==> config.mk <==
export PLATFORM = sky130hd
export DESIGN_NAME = isse_mul
export DESIGN_NICKNAME = d
export VERILOG_FILES = /design/src/hw/rtl/isse_pkg.sv /design/src/hw/rtl/isse_mul.sv
export SDC_FILE = /design/constraint.sdc
export NUM_CORES = 2
export LEC_CHECK = 0
export BUFFER_PORTS_ARGS = -buffer_cell sky130_fd_sc_hd__buf_2
export CAP_MARGIN = 20
export CORE_MARGIN = 8
export CORE_UTILIZATION = 50
export CTS_CLUSTER_DIAMETER = 100
export DETAILED_ROUTE_END_ITERATION = 10
export PLACE_DENSITY = 0.69
export SLEW_MARGIN = 20
export SYNTH_ARGS = -nofsm -noshare
export SYNTH_HDL_FRONTEND = slang
export SYNTH_SLANG_ARGS = --single-unit
==> constraint.sdc <==
create_clock -name clk -period 6.7 [get_ports clk]
set_input_delay 0.335 -clock clk [delete_from_list [all_inputs] [get_ports clk]]
set_output_delay 0.335 -clock clk [all_outputs]
set_load 0.01 [all_outputs]
==> src/hw/rtl/isse_pkg.sv <==
`default_nettype none
package isse_pkg;

  // built matrix order unless the top level is told otherwise
  localparam int DEF_MAX_ORDER = 16;

  // index compares are done at this width (covers any order up to 255 and the 5-bit order reg)
  localparam int CMP_W = 8;

  localparam int VAL_W   = 24;
  localparam int MASS_W  = 28;
  localparam int MUL_A_W = 32;
  localparam int MUL_B_W = 24;
  localparam int PROD_W  = MUL_A_W + MUL_B_W;
  localparam int ACC_W   = 56;
  localparam int DACC_W  = 58;
  localparam int NV_W    = 41;
  localparam int Z_W     = 7;

  localparam logic [2:0] CMD_WRITE   = 3'd0;
  localparam logic [2:0] CMD_REBUILD = 3'd1;
  localparam logic [2:0] CMD_EVAL    = 3'd2;
  localparam logic [2:0] CMD_COMMIT  = 3'd3;
  localparam logic [2:0] CMD_READ    = 3'd4;

  localparam logic [1:0] STS_OK      = 2'd0;
  localparam logic [1:0] STS_INFEAS  = 2'd1;
  localparam logic [1:0] STS_NOPEND  = 2'd2;

  localparam logic [0:0] REG_ORDER = 1'b0;
  localparam logic [0:0] REG_LIMIT = 1'b1;

  localparam logic [4:0]  ORDER_RST = 5'd16;
  localparam logic [22:0] LIMIT_RST = 23'd8388607;

  typedef enum logic [4:0] {
    S_IDLE,
    S_WR_A, S_WR_B,
    S_RB_ROW, S_RB_RD, S_RB_ACC,
    S_EV_RDT, S_EV_RDP, S_EV_MUL, S_EV_ADD, S_EV_SQN, S_EV_SQO, S_EV_ACC,
    S_DG_RD0, S_DG_RD1, S_DG_RD2, S_DG_SS, S_DG_SSP, S_DG_FIN,
    S_CM_RD, S_CM_W1, S_CM_W2, S_CM_DG, S_CM_DW,
    S_RD_RD, S_RD_FIN,
    S_OUT
  } st_t;

  // magnitude of a stored entry, most negative value maps to 2^23
  function automatic logic [VAL_W-1:0] abs24(input logic [VAL_W-1:0] v);
    logic [VAL_W-1:0] r;
    r = v[VAL_W-1] ? (~v + 24'd1) : v;
    return r;
  endfunction

endpackage
`default_nettype wire

==> src/hw/rtl/isse_mul.sv <==
`default_nettype none
module isse_mul
  import isse_pkg::*;
(
  input  wire logic                      clk,
  input  wire logic signed [MUL_A_W-1:0] a,
  input  wire logic signed [MUL_B_W-1:0] b,
  output logic      signed [PROD_W-1:0]  prod
);

  logic signed [PROD_W-1:0] prod_r;

  // one signed product a cycle, registered
  always_ff @(posedge clk) begin
    prod_r <= PROD_W'(a) * PROD_W'(b);
  end

  assign prod = prod_r;

endmodule
`default_nettype wire

### Yosys cells after proc, flatten, opt, wreduce, memory -nomap -nowiden

Cells that the tools add are included.

* $mul: 1

Operators by type and width (number)
* 32-bit by 24-bit multiplier with 56-bit output: 1

* bits in registers: 56
* input bits: 57
* logic and storage cells: 2

### Depth between registers and ports, before layout

* depth in word-level cells: 1
* mapped depth: 26
* mapped depth without buffers: 24

### Worst setup path after synthesis

Ideal clock, no wire load.

* kind: input to register
* start point: in a[31]
* end point: reg prod_r[52] (netlist: prod[52])
* arrival: 7018 ps
* slack: -440 ps
* stages: 22
* path buffers: 2
* cells stage by stage: clkbuf_1 -> nand2_1 -> inv_1 -> fa_1 -> fa_1 -> inv_1 -> fa_1 -> inv_1 -> fa_1 -> fa_1 -> fa_1 -> fa_1 -> ha_1 -> buf_6 -> a21o_1 -> a21oi_2 -> o21bai_1 -> a21o_1 -> a31oi_2 -> nor3b_1 -> or4_1 -> a311o_1

* longest elaborated chain between the ends: 1

Ends and longest elaborated chain
* from (decl): RTL line isse_mul.sv:6 `input wire logic signed [MUL_A_W-1:0] a,`
* 32-bit by 24-bit multiplier with 56-bit output: RTL line isse_mul.sv:15 `prod_r <= PROD_W'(a) * PROD_W'(b);`
* to (signal assigned): RTL line isse_mul.sv:15
* to (decl): RTL line isse_mul.sv:11 `logic signed [PROD_W-1:0] prod_r;`

Every way passes these cells.

### Final worst setup path

* start point: in b[12]
* end point: reg prod_r[47] (netlist: prod[47])

* longest elaborated chain between the ends: 1

Ends and longest elaborated chain
* from (decl): RTL line isse_mul.sv:7 `input wire logic signed [MUL_B_W-1:0] b,`
* 32-bit by 24-bit multiplier with 56-bit output: RTL line isse_mul.sv:15

Every way passes these cells.

==> flow_summary.json <==
{
  "status": "finished clean",
  "vias_per_cell": 5.19,
  "grt_start_max_net_pins": 33,
  "criticalPathCategory": "in -> reg",
  "first_iter_violations": 1063,
  "first_global_vias": 24500,
  "overflow": 0,
  "end_kind": "register",
  "dr.pass1.iters": 5,
  "dieArea_mm2": 0.0649,
  "clk_pin_slew_ns": 0.08,
  "rows": 87,
  "grt_pass1_wl_um": 124000,
  "dieWidth_um": 255,
  "wire_per_inst_um": 18.3,
  "design.core.area_mm2": 0.0564,
  "dr.max_layer_used": "met4",
  "route.met2.wl_um": 40000,
  "cts_made_buffers": 5,
  "port_buffers": 112,
  "ys_ff_latch": 56,
  "synth_ff_type": "dfxtp_1",
  "dieHeight_um": 255,
  "initial_core_util": 0.506,
  "cp_max_fo": 9,
  "cts_tree": "built",
  "ys_warn_count": 0,
  "synth-seq-area-share": 0.0393,
  "maxCapViolCount": 0,
  "syn_area_per_cell_um2": 9.29,
  "clock-sinks": 56,
  "yosys.cell_types.count": 61,
  "fin_crit_ns": 6.57,
  "groute.usage.overall": 0.240,
  "final.setup.worst_slack_ns": 0.126,
  "fin_util": 0.570,
  "gp_congestion": 0.923,
  "start_kind": "input port",
  "vias": 21100,
  "synth_edf_count": 0,
  "dp_hpwl_um": 67400,
  "rsz0062_at_grt": "true",
  "fin_crit_sh": 0.981,
  "synth_top_area_cell": "fa_1",
  "hold_viol_final": 0,
  "report.final.slew_viol_count": 0,
  "pre_cts_slack_ns": -0.444,
  "wl_um": 74300,
  "hold_path_class": "in -> reg",
  "largest_reg_flops": 56,
  "drtAntennaViolNets": 0,
  "worst_pin_slew_ns": 0.612,
  "cts_max_path_buffers": 2,
  "required_ns": 6.89,
  "final-setup-viol-count": 0,
  "netlist_area_mm2": 0.0285,
  "route.met3.wl_um": 3500,
  "drc": 0,
  "ys_async_sr_fraction": 0,
  "synth_nets": 4057,
  "crit_arrival_ns": 6.77,
  "htree_levels": 2,
  "final_nets": 4297,
  "ctsHoldBuffers": 0,
  "synth.top_cell.area_share": 0.550,
  "fmax_mhz": 152,
  "final_cell_mix": "inv_1, fa_1, nand2_1",
  "syn_inst": 3067,
  "wl_met1_um": 26600,
  "antenna_found_initial": 0,
  "final_layout_size_suffix_gt1_frac": 0.140,
  "fillers": 4940,
  "ys_top_cells_by_area": "fa_1, inv_1, and2_1",
  "cts-root-buf": "clkbuf_16",
  "area_delta_synth_final_pct": 12.7,
  "slew_headroom": 0.591,
  "ios": 113
}
[critical path, cell delays in order]
cell,delay (ns)
clkbuf_4,0.17
and2_4,0.18
fa_1,0.55
inv_1,0.05
fa_1,0.47
inv_1,0.05
fa_1,0.51
inv_1,0.07
fa_1,0.54
inv_1,0.07
fa_2,0.50
fa_1,0.60
inv_1,0.07
fa_1,0.47
inv_1,0.05
ha_2,0.19
a211oi_2,0.23
nor3b_2,0.09
a311oi_2,0.30
a31oi_1,0.07
buf_4,0.18
a311oi_4,0.38
nor2_2,0.09
o2111a_1,0.26
a311oi_2,0.28
[logic make-up (layout without fill, tap and decap cells)]
| group | after synthesis | after routing | share of synthesized area |
|---|---|---|---|
| compound gates | 174 | 174 | 0.0442 |
| xor+xnor | 60 | 60 | 0.0184 |
| fa+ha+maj | 933 | 933 | 0.616 |
| buf+inv | 933 | 1173 | 0.123 |
| flops | 56 | 56 | 0.0393 |
| other cells | 0 | 1 | 0 |
| simple gates | 911 | 911 | 0.159 |
[timing repair]
action,in CTS,in global routing
gates resized for setup,8,64
hold endpoints to repair,0,0
pin swaps,2,25
endpoints found under the setup margin,3,15
buffers inserted,0,3
[synth_stat cells (2+ instances only)]
library cell	n
a21oi_2	2
nor4_1	3
a31o_2	3
nor2_1	56
buf_2	5
a311oi_2	2
a31oi_1	5
xor2_1	18
a311o_1	2
o21ai_1	4
nor3_1	11
o21bai_1	9
o211a_1	2
o211ai_1	5
xnor2_1	42
nor2b_1	6
o221ai_1	3
o2111ai_1	2
nand4_1	11
a21o_1	21
nand3_1	19
dfxtp_1	56
nand2b_1	12
and3_1	6
a21oi_1	56
inv_1	776
clkbuf_1	151
ha_1	150
o31ai_1	4
nand2_1	403
a211oi_1	6
o21a_1	5
a311oi_1	3
o2bb2ai_1	2
nor3b_1	5
a21boi_0	2
o21ai_0	21
nand3b_1	2
and2_1	372
fa_1	783
[metal layers]
metal / track usage / vias to the layer above
li1: - / 9258
met1: 0.271 / 11000
met2: 0.442 / 642
met3: 0.0345 / 224
met4: 0.114 / 0
met5: 0 / -
[final cells by class]
type	count	area [um2]	area share
multi-input combinational	2078	24100	0.750
inverter	776	2920	0.0908
timing repair buffer	390	2910	0.0904
sequential	56	1120	0.0349
tap	756	946	0.0294
clock buffer	5	125	0.00389
clock inverter	2	12.5	0.000389
antenna	1	2.50	0.0000779
[worst paths after layout]
| kind | startpoint | endpoint | slack [ns] | depth (start not counted) |
|---|---|---|---|---|
| hold / removal | b[0] | prod[0] | 0.61 | 3 |
| setup / recovery | b[12] | prod[47] | 0.13 | 25 |
[stage by stage]
stage | setup TNS [ns] | cells | instance area [um2] | hold slack [ns]
finish | 0 | 4064 | 32100 | 0.608
global route | -0.152 | 4063 | 32100 | 0.597
CTS | 0 | 4060 | 31900 | 0.593
detailed placement | -2.32 | 4053 | 31700 | 0.732
global placement | -1.44 | 4053 | 31700 | 0.733
floorplan | -0.0445 | 3067 | 28500 | 0.462
Power is not shown: default switching activity piles up to over one toggle a cycle in this logic, so the estimate is an artifact.
